==> config.mk <==
export PLATFORM = sky130hd
export DESIGN_NAME = length_prefixed_frame_parser
export DESIGN_NICKNAME = d
export VERILOG_FILES = /design/src/lpfp_pkg.sv /design/src/length_prefixed_frame_parser.sv /design/src/lpfp_front.sv /design/src/lpfp_queue.sv /design/src/lpfp_back.sv
export SDC_FILE = /design/constraint.sdc
export NUM_CORES = 1
export LEC_CHECK = 0
export BUFFER_PORTS_ARGS = -buffer_cell sky130_fd_sc_hd__buf_4
export CORE_UTILIZATION = 55
export DETAILED_ROUTE_END_ITERATION = 16
export PLACE_DENSITY = 0.74
export SLEW_MARGIN = 10
export SYNTH_ARGS = -nofsm -noshare
export SYNTH_HDL_FRONTEND = slang
export SYNTH_SLANG_ARGS = --single-unit
export TNS_END_PERCENT = 50
==> constraint.sdc <==
create_clock -name clk -period 27.2 [get_ports clk]
set_clock_uncertainty 0.1 [all_clocks]
set_input_delay 1.36 -clock clk [delete_from_list [all_inputs] [get_ports clk]]
set_output_delay 1.36 -clock clk [all_outputs]
set_load 0.01 [all_outputs]
==> src/lpfp_pkg.sv <==
// ----------------------------------------------------------------------------
// lpfp_pkg
// Shared types and constants of the length-prefixed frame parser.
// ----------------------------------------------------------------------------
package lpfp_pkg;

	localparam int TAG_BYTES   = 16;
	localparam int TAG_W       = $clog2(TAG_BYTES + 1);
	localparam int LEN_W       = 24;
	localparam int SID_W       = 64;
	localparam int HDR_W       = 4;
	localparam int CONS_W      = 25;
	localparam int LEN_BYTES   = 3;
	localparam int HDR_FIXED   = 4;
	localparam int VARINT_MAX  = 10;
	localparam int VARINT_BITS = 7;
	localparam int CFG_IDX_W   = 1;
	localparam int CFG_DATA_W  = 8;
	localparam int QUEUE_DEPTH = 4;
	localparam int QPTR_W      = $clog2(QUEUE_DEPTH);
	localparam int QCNT_W      = $clog2(QUEUE_DEPTH + 1);

	localparam logic [7:0] STREAM_TYPE_RST  = 8'd0;
	localparam logic [7:0] WINUPD_TYPE_RST  = 8'd4;

	typedef enum logic [CFG_IDX_W-1:0] {
		REG_STREAM_TYPE = 1'b0,
		REG_WINUPD_TYPE = 1'b1
	} reg_idx_t;

	typedef enum logic [1:0] {
		KIND_HDR  = 2'd0,
		KIND_DATA = 2'd1,
		KIND_TAG  = 2'd2,
		KIND_ERR  = 2'd3
	} kind_t;

	typedef enum logic [1:0] {
		ERR_NONE   = 2'd0,
		ERR_FRAME  = 2'd1,
		ERR_LENGTH = 2'd2
	} err_t;

	// compact record handed from the parser to the output stage
	typedef struct packed {
		kind_t             kind;
		logic [7:0]        data;
		err_t              err;
		logic              eof;
		logic [LEN_W-1:0]  len;
		logic [7:0]        ftype;
		logic              has_id;
		logic [SID_W-1:0]  sid;
		logic [HDR_W-1:0]  hdr_cnt;
	} rec_t;

endpackage

==> src/length_prefixed_frame_parser.sv <==
// ----------------------------------------------------------------------------
// length_prefixed_frame_parser
// Parses length-prefixed frames from a byte stream into records.
// ----------------------------------------------------------------------------
// Input channel: one wire byte per beat (data_byte, last_in_buffer), taken
// when in_valid is high and in_stall is low. Output channel: one record per
// beat, taken when out_valid is high and out_stall is low. Length bytes, the
// type byte before a stream id and non-final varint bytes give no record.
// Kinds: header (length, type, stream id), ciphertext byte, tag byte (the
// last one carries end_of_frame and bytes_consumed) and error.
// Throughput is one byte per cycle while in_stall is low. The edge that
// accepts a byte writes its record into a four-entry queue; the output
// register loads the record once it heads the queue and the register is
// empty or the receiver does not stall.
// While the receiver stalls, the output register holds its record and the
// queue fills; in_stall rises once the queue holds four records.
// Reset clears the parse state and the queue, drops any pending record and
// loads the type codes with 0 (stream) and 4 (window update).
// Configuration writes through cfg_we/cfg_index/cfg_data set the type codes.
// ----------------------------------------------------------------------------
module length_prefixed_frame_parser import lpfp_pkg::*; (
	input  logic                  clk,
	input  logic                  arst_n,
	input  logic                  cfg_we,
	input  logic [CFG_IDX_W-1:0]  cfg_index,
	input  logic [CFG_DATA_W-1:0] cfg_data,
	input  logic                  in_valid,
	output logic                  in_stall,
	input  logic [7:0]            data_byte,
	input  logic                  last_in_buffer,
	output logic                  out_valid,
	input  logic                  out_stall,
	output logic [1:0]            record_kind,
	output logic [LEN_W-1:0]      frame_length,
	output logic [7:0]            frame_type,
	output logic                  flow_id_present,
	output logic [SID_W-1:0]      flow_id,
	output logic [7:0]            payload_byte,
	output logic [1:0]            err_code,
	output logic                  end_of_frame,
	output logic [CONS_W-1:0]     bytes_consumed
);

	logic q_full, q_empty, push, pop;
	rec_t push_rec, q_head;

	assign in_stall = q_full;

	lpfp_front u_front (
		.clk            (clk),
		.arst_n         (arst_n),
		.accept         (in_valid & ~q_full),
		.data_byte      (data_byte),
		.last_in_buffer (last_in_buffer),
		.cfg_we         (cfg_we),
		.cfg_index      (cfg_index),
		.cfg_data       (cfg_data),
		.push           (push),
		.push_rec       (push_rec)
	);

	lpfp_queue u_queue (
		.clk      (clk),
		.arst_n   (arst_n),
		.push     (push),
		.push_rec (push_rec),
		.pop      (pop),
		.full     (q_full),
		.empty    (q_empty),
		.head     (q_head)
	);

	lpfp_back u_back (
		.clk             (clk),
		.arst_n          (arst_n),
		.q_empty         (q_empty),
		.q_head          (q_head),
		.pop             (pop),
		.out_valid       (out_valid),
		.out_stall       (out_stall),
		.record_kind     (record_kind),
		.frame_length    (frame_length),
		.frame_type      (frame_type),
		.flow_id_present (flow_id_present),
		.flow_id         (flow_id),
		.payload_byte    (payload_byte),
		.err_code        (err_code),
		.end_of_frame    (end_of_frame),
		.bytes_consumed  (bytes_consumed)
	);

endmodule

==> src/lpfp_front.sv <==
// ----------------------------------------------------------------------------
// lpfp_front
// Byte parser: walks the frame phases and emits one record per result.
// ----------------------------------------------------------------------------
module lpfp_front import lpfp_pkg::*; (
	input  logic                  clk,
	input  logic                  arst_n,
	input  logic                  accept,
	input  logic [7:0]            data_byte,
	input  logic                  last_in_buffer,
	input  logic                  cfg_we,
	input  logic [CFG_IDX_W-1:0]  cfg_index,
	input  logic [CFG_DATA_W-1:0] cfg_data,
	output logic                  push,
	output rec_t                  push_rec
);

	typedef enum logic [2:0] {
		PH_LEN     = 3'd0,
		PH_TYPE    = 3'd1,
		PH_VARINT  = 3'd2,
		PH_PAYLOAD = 3'd3,
		PH_TAG     = 3'd4
	} phase_t;

	phase_t             phase_q, phase_d;
	logic [1:0]         pfx_cnt_q, pfx_cnt_d;
	logic [LEN_W-1:0]   len_q, len_d;
	logic [7:0]         type_q, type_d;
	logic [SID_W-1:0]   sid_q, sid_d;
	logic [3:0]         vcnt_q, vcnt_d;
	logic [LEN_W-1:0]   pay_rem_q, pay_rem_d;
	logic [TAG_W-1:0]   tag_rem_q, tag_rem_d;
	logic [HDR_W-1:0]   hdr_cnt_q, hdr_cnt_d;
	logic [7:0]         stream_type_q, winupd_type_q;

	logic               fin_hdr, fin_has, do_err, do_restart;
	err_t               err_sel;
	logic [5:0]         shamt;
	logic [TAG_W-1:0]   tag_dec;
	logic [1:0]         pfx_inc;
	logic [3:0]         vcnt_inc;

	assign shamt    = 6'(VARINT_BITS * vcnt_q);
	assign tag_dec  = (tag_rem_q != '0) ? tag_rem_q - 1'b1 : tag_rem_q;
	assign pfx_inc  = pfx_cnt_q + 1'b1;
	assign vcnt_inc = vcnt_q + 1'b1;

	always_comb begin
		phase_d    = phase_q;
		pfx_cnt_d  = pfx_cnt_q;
		len_d      = len_q;
		type_d     = type_q;
		sid_d      = sid_q;
		vcnt_d     = vcnt_q;
		pay_rem_d  = pay_rem_q;
		tag_rem_d  = tag_rem_q;
		hdr_cnt_d  = hdr_cnt_q;
		fin_hdr    = 1'b0;
		fin_has    = 1'b0;
		do_err     = 1'b0;
		do_restart = 1'b0;
		err_sel    = ERR_NONE;
		push       = 1'b0;
		push_rec   = '0;

		if (accept) begin
			unique case (phase_q)
				PH_LEN: begin
					len_d     = {len_q[LEN_W-9:0], data_byte};
					pfx_cnt_d = pfx_inc;
					if (last_in_buffer) begin
						do_err  = 1'b1;
						err_sel = ERR_FRAME;
					end else if (32'(pfx_inc) >= LEN_BYTES) begin
						phase_d = PH_TYPE;
					end
				end
				PH_TYPE: begin
					type_d    = data_byte;
					hdr_cnt_d = HDR_W'(HDR_FIXED);
					sid_d     = '0;
					if (data_byte != stream_type_q && data_byte != winupd_type_q) begin
						fin_hdr = 1'b1;
					end else if (last_in_buffer) begin
						do_err  = 1'b1;
						err_sel = ERR_FRAME;
					end else begin
						vcnt_d  = '0;
						phase_d = PH_VARINT;
					end
				end
				PH_VARINT: begin
					// bits that land past the top of the id are dropped
					sid_d     = sid_q | (SID_W'(data_byte[6:0]) << shamt);
					vcnt_d    = vcnt_inc;
					hdr_cnt_d = hdr_cnt_q + 1'b1;
					if (!data_byte[7]) begin
						fin_hdr = 1'b1;
						fin_has = 1'b1;
					end else if (32'(vcnt_inc) >= VARINT_MAX || last_in_buffer) begin
						do_err  = 1'b1;
						err_sel = ERR_FRAME;
					end
				end
				PH_PAYLOAD: begin
					if (last_in_buffer) begin
						do_err  = 1'b1;
						err_sel = ERR_LENGTH;
					end else begin
						push          = 1'b1;
						push_rec.kind = KIND_DATA;
						push_rec.data = data_byte;
						pay_rem_d     = pay_rem_q - 1'b1;
						if (pay_rem_d == '0) begin
							phase_d   = PH_TAG;
							tag_rem_d = TAG_W'(TAG_BYTES);
						end
					end
				end
				PH_TAG: begin
					tag_rem_d = tag_dec;
					if (tag_dec == '0) begin
						push             = 1'b1;
						push_rec.kind    = KIND_TAG;
						push_rec.data    = data_byte;
						push_rec.eof     = 1'b1;
						push_rec.len     = len_q;
						push_rec.hdr_cnt = hdr_cnt_q;
						do_restart       = 1'b1;
					end else if (last_in_buffer) begin
						do_err  = 1'b1;
						err_sel = ERR_LENGTH;
					end else begin
						push          = 1'b1;
						push_rec.kind = KIND_TAG;
						push_rec.data = data_byte;
					end
				end
				default: do_restart = 1'b1;
			endcase

			if (fin_hdr) begin
				if (last_in_buffer) begin
					do_err  = 1'b1;
					err_sel = ERR_LENGTH;
				end else begin
					push            = 1'b1;
					push_rec.kind   = KIND_HDR;
					push_rec.len    = len_d;
					push_rec.ftype  = type_d;
					push_rec.has_id = fin_has;
					push_rec.sid    = fin_has ? sid_d : '0;
					if (len_d == '0) begin
						phase_d   = PH_TAG;
						tag_rem_d = TAG_W'(TAG_BYTES);
					end else begin
						phase_d   = PH_PAYLOAD;
						pay_rem_d = len_d;
					end
				end
			end

			if (do_err) begin
				push          = 1'b1;
				push_rec      = '0;
				push_rec.kind = KIND_ERR;
				push_rec.err  = err_sel;
				do_restart    = 1'b1;
			end

			if (do_restart) begin
				phase_d   = PH_LEN;
				pfx_cnt_d = '0;
				len_d     = '0;
				type_d    = '0;
				sid_d     = '0;
				vcnt_d    = '0;
				pay_rem_d = '0;
				tag_rem_d = '0;
				hdr_cnt_d = '0;
			end
		end
	end

	always_ff @(posedge clk or negedge arst_n) begin
		if (!arst_n) begin
			phase_q   <= PH_LEN;
			pfx_cnt_q <= '0;
			len_q     <= '0;
			type_q    <= '0;
			sid_q     <= '0;
			vcnt_q    <= '0;
			pay_rem_q <= '0;
			tag_rem_q <= '0;
			hdr_cnt_q <= '0;
		end else begin
			phase_q   <= phase_d;
			pfx_cnt_q <= pfx_cnt_d;
			len_q     <= len_d;
			type_q    <= type_d;
			sid_q     <= sid_d;
			vcnt_q    <= vcnt_d;
			pay_rem_q <= pay_rem_d;
			tag_rem_q <= tag_rem_d;
			hdr_cnt_q <= hdr_cnt_d;
		end
	end

	always_ff @(posedge clk or negedge arst_n) begin
		if (!arst_n) begin
			stream_type_q <= STREAM_TYPE_RST;
			winupd_type_q <= WINUPD_TYPE_RST;
		end else if (cfg_we) begin
			unique case (reg_idx_t'(cfg_index))
				REG_STREAM_TYPE: stream_type_q <= cfg_data;
				REG_WINUPD_TYPE: winupd_type_q <= cfg_data;
				default: ;
			endcase
		end
	end

endmodule

==> src/lpfp_queue.sv <==
// ----------------------------------------------------------------------------
// lpfp_queue
// Short record queue that decouples the parser from the output stage.
// ----------------------------------------------------------------------------
module lpfp_queue import lpfp_pkg::*; (
	input  logic clk,
	input  logic arst_n,
	input  logic push,
	input  rec_t push_rec,
	input  logic pop,
	output logic full,
	output logic empty,
	output rec_t head
);

	rec_t              mem_q [QUEUE_DEPTH];
	logic [QPTR_W-1:0] wr_ptr_q, rd_ptr_q;
	logic [QCNT_W-1:0] cnt_q;

	assign full  = (cnt_q == QCNT_W'(QUEUE_DEPTH));
	assign empty = (cnt_q == '0);
	assign head  = mem_q[rd_ptr_q];

	always_ff @(posedge clk) begin
		if (push) begin
			mem_q[wr_ptr_q] <= push_rec;
		end
	end

	always_ff @(posedge clk or negedge arst_n) begin
		if (!arst_n) begin
			wr_ptr_q <= '0;
			rd_ptr_q <= '0;
			cnt_q    <= '0;
		end else begin
			if (push) begin
				wr_ptr_q <= wr_ptr_q + 1'b1;
			end
			if (pop) begin
				rd_ptr_q <= rd_ptr_q + 1'b1;
			end
			unique case ({push, pop})
				2'b10:   cnt_q <= cnt_q + 1'b1;
				2'b01:   cnt_q <= cnt_q - 1'b1;
				default: cnt_q <= cnt_q;
			endcase
		end
	end

endmodule

==> src/lpfp_back.sv <==
// ----------------------------------------------------------------------------
// lpfp_back
// Output stage: expands queued records into result fields and holds them.
// ----------------------------------------------------------------------------
module lpfp_back import lpfp_pkg::*; (
	input  logic                clk,
	input  logic                arst_n,
	input  logic                q_empty,
	input  rec_t                q_head,
	output logic                pop,
	output logic                out_valid,
	input  logic                out_stall,
	output logic [1:0]          record_kind,
	output logic [LEN_W-1:0]    frame_length,
	output logic [7:0]          frame_type,
	output logic                flow_id_present,
	output logic [SID_W-1:0]    flow_id,
	output logic [7:0]          payload_byte,
	output logic [1:0]          err_code,
	output logic                end_of_frame,
	output logic [CONS_W-1:0]   bytes_consumed
);

	logic               valid_q;
	logic [1:0]         kind_q, err_q;
	logic [LEN_W-1:0]   len_q;
	logic [7:0]         type_q, byte_q;
	logic               has_q, eof_q;
	logic [SID_W-1:0]   sid_q;
	logic [CONS_W-1:0]  cons_q;
	logic               is_hdr, is_pass;

	assign pop     = !q_empty && (!valid_q || !out_stall);
	assign is_hdr  = (q_head.kind == KIND_HDR);
	assign is_pass = (q_head.kind == KIND_DATA) || (q_head.kind == KIND_TAG);

	always_ff @(posedge clk or negedge arst_n) begin
		if (!arst_n) begin
			valid_q <= 1'b0;
		end else if (pop) begin
			valid_q <= 1'b1;
		end else if (!out_stall) begin
			valid_q <= 1'b0;
		end
	end

	always_ff @(posedge clk) begin
		if (pop) begin
			kind_q <= q_head.kind;
			len_q  <= is_hdr ? q_head.len : '0;
			type_q <= is_hdr ? q_head.ftype : '0;
			has_q  <= is_hdr & q_head.has_id;
			sid_q  <= is_hdr ? q_head.sid : '0;
			byte_q <= is_pass ? q_head.data : '0;
			err_q  <= q_head.err;
			eof_q  <= q_head.eof;
			// total frame size: header + ciphertext + tag
			cons_q <= q_head.eof
				? CONS_W'(q_head.hdr_cnt) + CONS_W'(q_head.len) + CONS_W'(TAG_BYTES)
				: '0;
		end
	end

	assign out_valid       = valid_q;
	assign record_kind     = kind_q;
	assign frame_length    = len_q;
	assign frame_type      = type_q;
	assign flow_id_present = has_q;
	assign flow_id         = sid_q;
	assign payload_byte    = byte_q;
	assign err_code        = err_q;
	assign end_of_frame    = eof_q;
	assign bytes_consumed  = cons_q;

endmodule

==> metrics.md, run 1 <==
| Metric | Value |
|---|---|
| FMAX | 203 MHz |
| Lkg Pwr | 0.0131 uW |
| Synthesized area per cell | 15.2 um2 |
| Critical Path RT | 27350 ps |
| Final WL | 73.0 mm |
| Clk sinks | 753 |
| Post-synth EDFFs | 591 |
| Post-synthesis compound-gate area fraction | 8.51% |
| Largest family of logic cells by synthesized area | multiplexers |
| Worst hold path type | reg2reg |
| Gpl congestion | 0.885 |
| Placed Cells | 2929 |
| Slowest CP cell | and2_4 |
| Seq/Total Area, Yosys | 68.1% |
| Top FF cell, synth | edfxtp_1 |
| GRT overflow | 0 |
| Row count | 88 |
| Cells after Synth | 2105 |
| Setup CP Type | reg2reg |
| Initial antenna violation count | 0 |
| Critical Path Max Stage Delay | 990 ps |
| Layout cell share with drive strength beyond 1 | 20.6% |
| Multi-input logic area | 9620 um2 |
| Post-CTS Setup Bufs | 0 |
| Clk pin slew, worst setup/hold paths | 60 ps |
| PostCTS Resize Cnt | 0 |
| Synth warn | 0 |
| WP data arrival | 5070 ps |
| Initial drt markers | 2130 |
| CTS Buf Count | 76 |
| Crit path buf inv count | 1 |
| Post-detailed-route wirelength per cell | 23.8 um |
| Crit. End Element | register |
| Max VDD drop | 0.0900 mV |
| Drt pass-1 iters | 9 |
| MaxCap Viol Count | 0 |
| Adder-cell share of the synthesized area | 1.23% |
| Final HPWL DP | 46.0 mm |
| Simple-gate area share of the yosys netlist | 9.21% |
| Largest net degree at the start of global routing | 100 |
| Fin cells | 3071 |
| Crit path launch type | register |
| Die Y | 243 um |
| Max-slew violations | 0 |
| Power per cell area | 108 nW/um2 |
| Yosys reg bits | 753 |
| IO Count | 160 |
| Mux cell area share after synthesis | 9.60% |
| Leading cell type in the layout, fill and taps excluded | edfxtp_1 |
| CTS Hold Bufs | 0 |
| Ant. Diodes | 0 |
| Post-DRT Antenna Nets | 0 |
| Final worst-path cycle share | 18.1% |
| Final Hold Fails | 0 |
| Initial Util | 55.6% |
| Setup violators final | 0 |
| Vias | 19327 |
| Number of global-route vias before repair | 18911 |
| Nets@finish | 2293 |
| Max_slew headroom | 20.3% |
| Die W | 243 um |
| Die area | 59200 um2 |
| Ys async rst share | 21.5% |
| Core Area | 57600 um2 |
| Cell variety after synth | 79 |
| Drt drc | 0 |
| Crit-path cells | ha_1, nand2b_1, o2111ai_1, nand2_1, a31oi_2, a41oi_1, and2_4, buf_4 |
| Register cell area after layout | 21800 um2 |
| Fillers | 4122 |
| RSZ-0062 raised after global routing | no |
| Slew of the pin with the lowest slew margin | 1190 ps |
| Tot GR Track Use | 24.9% |
| First-pass GRT wire length | 113 mm |
| Syn Nets | 2156 |
| Tmin final | 4920 ps |
| Most frequent cells in the layout | 591 x edfxtp_1, 180 x buf_4, 159 x dfrtp_1 |
| Post-Synth XOR/XNOR Area | 1.29% |
| Clk root buf | clkbuf_16 |
| CP Max Fanout | 61 |
| Area Growth Syn to Fin | 13.5% |
| Number of vias per cell | 6.29 |
| CTS H-tree lvls | 3 |
| IO Port Bufs | 159 |
| Setup_tns | 0 ps |
| Crit-path leading delay family | simple AND/OR/NAND/NOR gates |
| Worst skew pair latency | 630 ps |
| Max clock buf depth | 3 |
| Mapped Area | 32000 um2 |
| CTS tree | done |
| Status | completed |
metrics by stage:
step                worst slack [ps]  area [um2]  utilization, %  hold WS [ps]  power (uW)
global route                   21940       36400            63.1           405        4110
CTS                            22320       36400            63.1           385        3960
detailed placement             21690       33900            58.9           371        2940
floorplan                      17260       32000               -           339        2500
global placement               21830       33900            58.9           362        2920
finish                         22280       36400            63.1           381        3940
final timing paths:
check	cells after the start	slack, ps	startpoint	endpoint
min in group asynchronous	1	700	arst_n	u_back.out_valid
max	8	22280	u_front.vcnt_q[0]	u_queue.mem_q[3][53]
max in group asynchronous	2	24640	arst_n	u_queue.rd_ptr_q[0]
min reg2reg	2	380	u_front.sid_q[37]	u_front.sid_q[37]
min	2	380	u_front.sid_q[37]	u_front.sid_q[37]
max reg2reg	8	22280	u_front.vcnt_q[0]	u_queue.mem_q[3][53]
metal layers:
layer,GRT usage [%],vias up,routed length [um]
met2,37.5,898,34100
li1,-,8423,-
met5,0,-,0
met4,7.49,0,1430
met3,4.51,123,6120
met1,37.4,9883,31400
cells in the mapped netlist (27+ instances only):
| library cell | n | area share [%] |
|---|---|---|
| dfrtp_1 | 161 | 13 |
| a22o_1 | 84 | 2.3 |
| mux2_2 | 27 | 0.95 |
| a21oi_1 | 84 | 1.3 |
| o21ai_0 | 40 | 0.63 |
| clkbuf_1 | 75 | 0.88 |
| edfxtp_1 | 591 | 55 |
| mux4_2 | 115 | 8.1 |
| nor3_1 | 32 | 0.50 |
| inv_1 | 39 | 0.46 |
| nand3_1 | 28 | 0.44 |
| buf_2 | 30 | 0.47 |
| nor2_1 | 155 | 1.8 |
| nand2_1 | 108 | 1.3 |
| xnor2_1 | 36 | 0.98 |
| a22oi_1 | 54 | 1.3 |
| and2_1 | 143 | 2.8 |
state kept, by name, summed over array words and instances, names as in the netlist, 24 cells and up:
signal and count:
u_back.bytes_consumed 25, u_front.len_q 24, u_front.pay_rem_q 24, u_back.flow_id 64, u_queue.mem_q 456, u_front.sid_q 64, u_back.frame_length 24
final cells by class:
type	count	area share, %
inverters	39	0.403
multi-input cells	1190	26.4
clock buffers	99	5.69
repair buffers	182	3.80
well taps	765	2.63
flip-flops and latches	753	60.0
clock inverters	43	1.04
cells by family (layout without fill, tap and decap cells):
kind of cell,count (synthesis),count (layout)
flops,753,753
simple gates,571,571
compound gates,384,384
buf+inv,162,363
mux,160,160
xor+xnor,47,47
fa+ha+maj,28,28
worst reg2reg max path, delay by kind of cell (launching register included):
kind / cells / cell delay [ps]
and+or+nand+nor: 3 / 1280
AOI/OAI and AO/OA: 3 / 990
DFF: 1 / 800
buffers and inverters: 1 / 780
adders and majority gates: 1 / 550
where the power goes:
group / switching [uW] / internal (uW) / leakage, uW
Sequential: 133 / 1540 / 0.00785
Clock: 448 / 573 / 0.00119
Combinational: 727 / 513 / 0.00406
Total: 1310 / 2630 / 0.0131
(Power assumes the default switching activity.)
==> run 2: changes to the inputs <==
- clock period: 27.2 -> 4.75 ns (I/O delays scaled with it)
==> metrics.md, run 2 (same netlist as run 1, synthesis figures left out) <==
| Metric | Value |
|---|---|
| CP Max Fanout | 23 (-62%) |
| R2R setup slack | 480 ps (-21800 ps) |
| MaxCap Viol Count | 0 (unchanged) |
| CTS Buf Count | 76 (unchanged) |
| Number of global-route vias before repair | 19102 (+1.0%) |
| Largest net degree at the start of global routing | 98 (-2.0%) |
| Clk sinks | 753 (unchanged) |
| Nets@finish | 2338 (+2.0%) |
| Clk root buf | clkbuf_16 |
| Drt pass-1 iters | 11 (+2) |
| Final HPWL DP | 45.8 mm (-0.31%) |
| First-pass GRT wire length | 112 mm (-0.13%) |
| Placed Cells | 2956 (+0.92%) |
| FMAX | 234 MHz (+15%) |
| Max VDD drop | 0.360 mV (+300%) |
| CTS tree | done |
| Crit-path cells | fa_1, ha_1, inv_1, fa_1, xor2_1, nand2_1, nor2_1, a22oi_1, nor2_1 |
| IO Port Bufs | 159 (unchanged) |
| Critical Path Max Stage Delay | 650 ps (-340 ps) |
| Setup violators final | 0 (unchanged) |
| Crit. End Element | register |
| Die Y | 243 um (unchanged) |
| Max_slew headroom | 28.6% (+8.3 points) |
| Lkg Pwr | 0.0133 uW (+1.6%) |
| Number of vias per cell | 6.21 (-1.4%) |
| Final worst slack | 484 ps (-21800 ps) |
| Initial antenna violation count | 2 (+2) |
| Drt drc | 1 (+1) |
| Failing checks | DRC |
| Die W | 243 um (unchanged) |
| IO Count | 160 (unchanged) |
| Status | complete, but fails checks |
| Tot Pwr | 22500 uW (+470%) |
| Setup CP Type | reg2reg |
| Worst hold path type | in2reg |
| Fin cells | 3112 (+1.3%) |
| Post-DRT Antenna Nets | 0 (unchanged) |
| Worst skew pair latency | 630 ps (about the same) |
| Top reg by flops | u_queue.mem_q |
| PostCTS Resize Cnt | 0 (unchanged) |
| WP data arrival | 4590 ps (-480 ps) |
| Final Hold Fails | 0 (unchanged) |
| Power per cell area | 613 nW/um2 (+470%) |
| Clk pin slew, worst setup/hold paths | 60 ps (about the same) |
| Largest register FFs | 456 (unchanged) |
| Core Area | 57600 um2 (unchanged) |
| Tot GR Track Use | 24.8% (-0.11 points) |
| Gpl congestion | 0.905 (+2.3%) |
| Fillers | 4054 (-1.6%) |
| Row count | 88 (unchanged) |
| Die area | 59200 um2 (unchanged) |
| Final worst-path cycle share | 89.8% (+72 points) |
| Ant. Diodes | 0 (unchanged) |
| Place WS | 632 ps (-21050 ps) |
| Slowest CP cell | dfrtp_1 |
| Max-slew violations | 0 (unchanged) |
| Area Growth Syn to Fin | 14.9% |
| Max clock buf depth | 3 (unchanged) |
| Layout cell share with drive strength beyond 1 | 21.3% (+0.66 points) |
| Final WL | 73.1 mm (+0.14%) |
| CTS H-tree lvls | 3 (unchanged) |
| Crit path launch type | register |
| Tmin final | 4270 ps (-651 ps) |
| Post-detailed-route wirelength per cell | 23.5 um (-1.2%) |
| Critical Path RT | 5070 ps (-22280 ps) |
| Slew of the pin with the lowest slew margin | 1070 ps (-115 ps) |
| Vias | 19317 (-0.052%) |
| RSZ-0062 raised after global routing | no |
| Most frequent cells in the layout | 591 x edfxtp_1, 200 x buf_4, 159 x dfrtp_1 |
| Initial Util | 55.6% (unchanged) |
| Initial drt markers | 2004 (-5.9%) |
| Leading cell type in the layout, fill and taps excluded | edfxtp_1 |
| GRT overflow | 0 (unchanged) |
run 2: changes by cell type in the layout (fill, tap and decap cells not counted), sizes merged, moves of 3 or more:
cell and delta:
buf +27, dlygate4sd3 +18, clkinv -13, clkbuf +12, inv -5, clkinvlp +3
run 2: area by class of cell:
type	count	area [um2]	area share (%)
clock inverter	27	239	0.649
clock buffer	111	2180	5.93
sequential	753	21800	59.3
multi-input combinational	1190	9610	26.1
inverter	39	146	0.398
timing repair buffer	227	1850	5.04
tap	765	957	2.60
run 2: worst paths after layout:
kind	startpoint	depth (start not counted)	end
max	u_front.vcnt_q[0]	9	u_queue.mem_q[2][4]
min	cfg_index	3	u_front.stream_type_q[4]
max reg2reg	u_front.vcnt_q[0]	9	u_queue.mem_q[2][4]
min reg2reg	u_front.sid_q[36]	2	u_front.sid_q[36]
max in group asynchronous	arst_n	3	u_queue.rd_ptr_q[0]
min in group asynchronous	arst_n	2	u_front.stream_type_q[0]
run 2: metal layers:
metal  track usage [%]  part of all wire (%)
met1              36.3                    43
met2              38.7                    47
met3              4.13                   7.5
met4              7.27                   1.8
met5                 0                     0
run 2: through the flow:
step / util [%] / cell area (um2) / hold WS [ps] / TNS [ps]
finish: 63.9 / 36800 / 54.2 / 0
floorplan: - / 32000 / -158 / -71120
global placement: 59.4 / 34200 / 309 / 0
global route: 63.9 / 36800 / 60.1 / 0
detailed placement: 59.4 / 34200 / 318 / 0
CTS: 63.9 / 36800 / 21.3 / 0
run 2: what timing repair did:
action,in CTS,in global routing
buffers inserted,0,0
hold endpoints to repair,125,0
hold buffers,18,0
run 2: report_power, final:
part | internal, uW | switching (uW) | total, uW
clock | 3310 | 2460 | 5770
sequential | 8820 | 760 | 9580
combinational | 3030 | 4160 | 7190
run 2: worst max-delay path, delay by kind of cell, from the launching register on:
kind	cells	cell delay, ps
flip-flops	1	650
adder cells (fa/ha/maj)	3	1290
buffers and inverters	1	60
AO/OA/AOI/OAI	1	190
XOR/XNOR	1	640
AND/OR/NAND/NOR	3	1160
==> run 3: changes to the inputs <==
- BUFFER_PORTS_ARGS: -buffer_cell sky130_fd_sc_hd__buf_4 -> default
- DONT_BUFFER_PORTS: default -> 1
- PLACE_DENSITY: 0.74 -> 0.71
==> metrics.md, run 3 (same netlist as run 1, synthesis figures left out) <==
| Metric | Value |
|---|---|
| Post-detailed-route wirelength per cell | 25.2 um (+7.3%) |
| Worst R2R End | u_queue.mem_q[0][59] |
| Final HPWL DP | 46.0 mm (+0.32%) |
| Max clock buf depth | 3 (unchanged) |
| Die Y | 243 um (unchanged) |
| PostCTS Resize Cnt | 0 (unchanged) |
| GRT overflow | 0 (unchanged) |
| Max-slew violations | 0 (unchanged) |
| RR Startpoint | u_front.vcnt_q[1] |
| Gpl congestion | 0.870 (-3.8%) |
| Met2 usage | 38.6% (-0.067 points) |
| Failing checks | DRC |
| Largest net degree at the start of global routing | 163 (+66%) |
| Largest register FFs | 456 (unchanged) |
| Reg2Reg Depth | 11 (+2) |
| Number of global-route vias before repair | 18691 (-2.2%) |
| Final Hold Fails | 0 (unchanged) |
| Met1 Use GR | 37.6% (+1.3 points) |
| Worst path depth | 11 (+2) |
| Clk sinks | 753 (unchanged) |
| Area Growth Syn to Fin | 12.1% |
| Final core utilization | 62.3% (-1.6 points) |
| Hold slack final | 30.7 ps (-23.5 ps) |
| Max_slew headroom | 29.2% (+0.64 points) |
| Final worst slack | 650 ps (+166 ps) |
| Placed Area | 33000 um2 (-3.5%) |
| Crit-path cells | inv_1, ha_1, nand2b_1, o2111ai_1, nand2_1, a31oi_2, nand4_1, buf_4, or3_2, buf_12, nor2_1 |
| Initial Util | 55.6% (unchanged) |
| Clk root buf | clkbuf_16 |
| Critical Path RT | 5050 ps (-20 ps) |
| Initial drt markers | 1755 (-12%) |
| Crit-path leading delay family | simple AND/OR/NAND/NOR gates |
| WP data arrival | 4400 ps (-190 ps) |
| Power per cell area | 621 nW/um2 (+1.4%) |
| Layout cell share with drive strength beyond 1 | 15.5% (-5.8 points) |
| Row count | 88 (unchanged) |
| IO Port Bufs | 0 (-100%) |
| Crit. End Element | register |
| Busiest grt layer | met2 |
| Most frequent cells in the layout | 591 x edfxtp_1, 159 x dfrtp_1, 155 x nor2_1 |
| CP Max Fanout | 39 (+70%) |
| Fillers | 4089 (+0.86%) |
| Drt pass-1 iters | 11 (unchanged) |
| Crit path buf inv count | 3 (+2) |
| Drt drc | 2 (+1) |
| Max VDD drop | 0.484 mV (+34%) |
| Leading cell type in the layout, fill and taps excluded | edfxtp_1 |
| Setup CP Type | reg2reg |
| IO Count | 160 (unchanged) |
| Tmin final | 4100 ps (-166 ps) |
| Slowest CP cell | or3_2 |
| RSZ-0062 raised after global routing | no |
| Min-delay src | last_in_buffer |
| Core Area | 57600 um2 (unchanged) |
| Clk pin slew, worst setup/hold paths | 70 ps (about the same) |
| Hold Path Depth | 5 (+2) |
| Place WS | 747 ps (+115 ps) |
| CTS Hold Bufs | 27 (+9) |
| Die area | 59200 um2 (unchanged) |
| Vias | 18905 (-2.1%) |
| Final WL | 74.8 mm (+2.3%) |
| Worst hold path type | in2reg |
| Worst skew pair latency | 620 ps (about the same) |
| Slew of the pin with the lowest slew margin | 1060 ps (-14.5 ps) |
| CTS H-tree lvls | 3 (unchanged) |
| Die W | 243 um (unchanged) |
| Hold EP | u_front.pay_rem_q[0] |
| Tot Pwr | 22300 uW (-1.1%) |
| Initial antenna violation count | 1 (-1) |
| Met3 usage | 5.14% (+1.0 points) |
| Setup violators final | 0 (unchanged) |
| Lkg Pwr | 0.0127 uW (-4.9%) |
| Critical Path Max Stage Delay | 730 ps (+80 ps) |
| Status | complete, but fails checks |
| FMAX | 244 MHz (+4.0%) |
| CTS Buf Count | 76 (unchanged) |
| Post-DRT Antenna Nets | 0 (unchanged) |
| Top reg by flops | u_queue.mem_q |
| CTS tree | done |
| Number of vias per cell | 6.38 (+2.7%) |
| Crit path launch type | register |
| Tot GR Track Use | 25.6% (+0.75 points) |
| First-pass GRT wire length | 115 mm (+2.4%) |
| R2R setup slack | 650 ps (+170 ps) |
| Final worst-path cycle share | 86.3% (-3.5 points) |
| Nets@finish | 2186 (-6.5%) |
| Final instance area | 35900 um2 (-2.5%) |
| Post-CTS Setup Bufs | 0 (unchanged) |
| MaxCap Viol Count | 0 (unchanged) |
[run 3: changes by cell type in the layout (fill, tap and decap cells not counted), moves of 2 or more]
| cell | before | now |
|---|---|---|
| clkbuf_8 | 15 | 3 |
| dlygate4sd3_1 | 18 | 26 |
| buf_12 | 8 | 10 |
| clkinv_4 | 0 | 3 |
| clkinv_8 | 3 | 1 |
| clkbuf_16 | 76 | 80 |
| buf_4 | 200 | 38 |
| clkinvlp_4 | 7 | 3 |
| clkinv_1 | 4 | 8 |
| bufinv_16 | 2 | 9 |
| clkinv_2 | 9 | 11 |
[run 3: worst register-to-register path, delay by kind of cell (launching register included)]
family,cells,cell delay (ps)
compound gates,2,570
fa+ha+maj,1,660
buf+inv,3,660
flops,1,480
simple gates,5,1440
[run 3: through the flow]
step	instances	setup TNS [ps]
after floorplan	2105	-71120
after global placement	2795	0
after detailed placement	2795	0
after CTS	2964	0
after global routing	2964	0
final	2965	0
[run 3: report_power, final]
| group | total, uW | switching (uW) | internal [uW] |
|---|---|---|---|
| Clock | 6170 | 2520 | 3650 |
| Combinational | 6220 | 3810 | 2420 |
| Sequential | 9910 | 1050 | 8860 |
[run 3: worst max path at each step]
stage / startpoint / endpoint / slack [ps]
after global routing: u_front.vcnt_q[1] / u_queue.mem_q[2][50] / 430
final: u_front.vcnt_q[1] / u_queue.mem_q[0][59] / 650
after floorplan: u_front.vcnt_q[1] / u_queue.mem_q[2][0] / -310
after global placement: u_front.vcnt_q[2] / u_queue.mem_q[2][30] / 960
after detailed placement: u_front.vcnt_q[1] / u_queue.mem_q[0][8] / 750
after CTS: u_front.vcnt_q[1] / u_queue.mem_q[0][59] / 750
[run 3: cell type report]
class                   count  area (um2)  area share [%]
flip-flops and latches    753       21800            60.8
multi-input cells        1190        9610            26.8
clock buffers             102        2110            5.89
well taps                 765         957            2.67
repair buffers             75         773            2.15
clock inverters            40         474            1.32
inverters                  39         146           0.408
diodes                      1        2.50         0.00697
[run 3: layer usage]
layer | routed length (um) | vias to the layer above | part of all wire (%)
li1 | - | 8200 | -
met1 | 32400 | 9724 | 43
met5 | 0 | - | 0
met2 | 34600 | 853 | 46
met4 | 1810 | 0 | 2.4
met3 | 5940 | 128 | 7.9
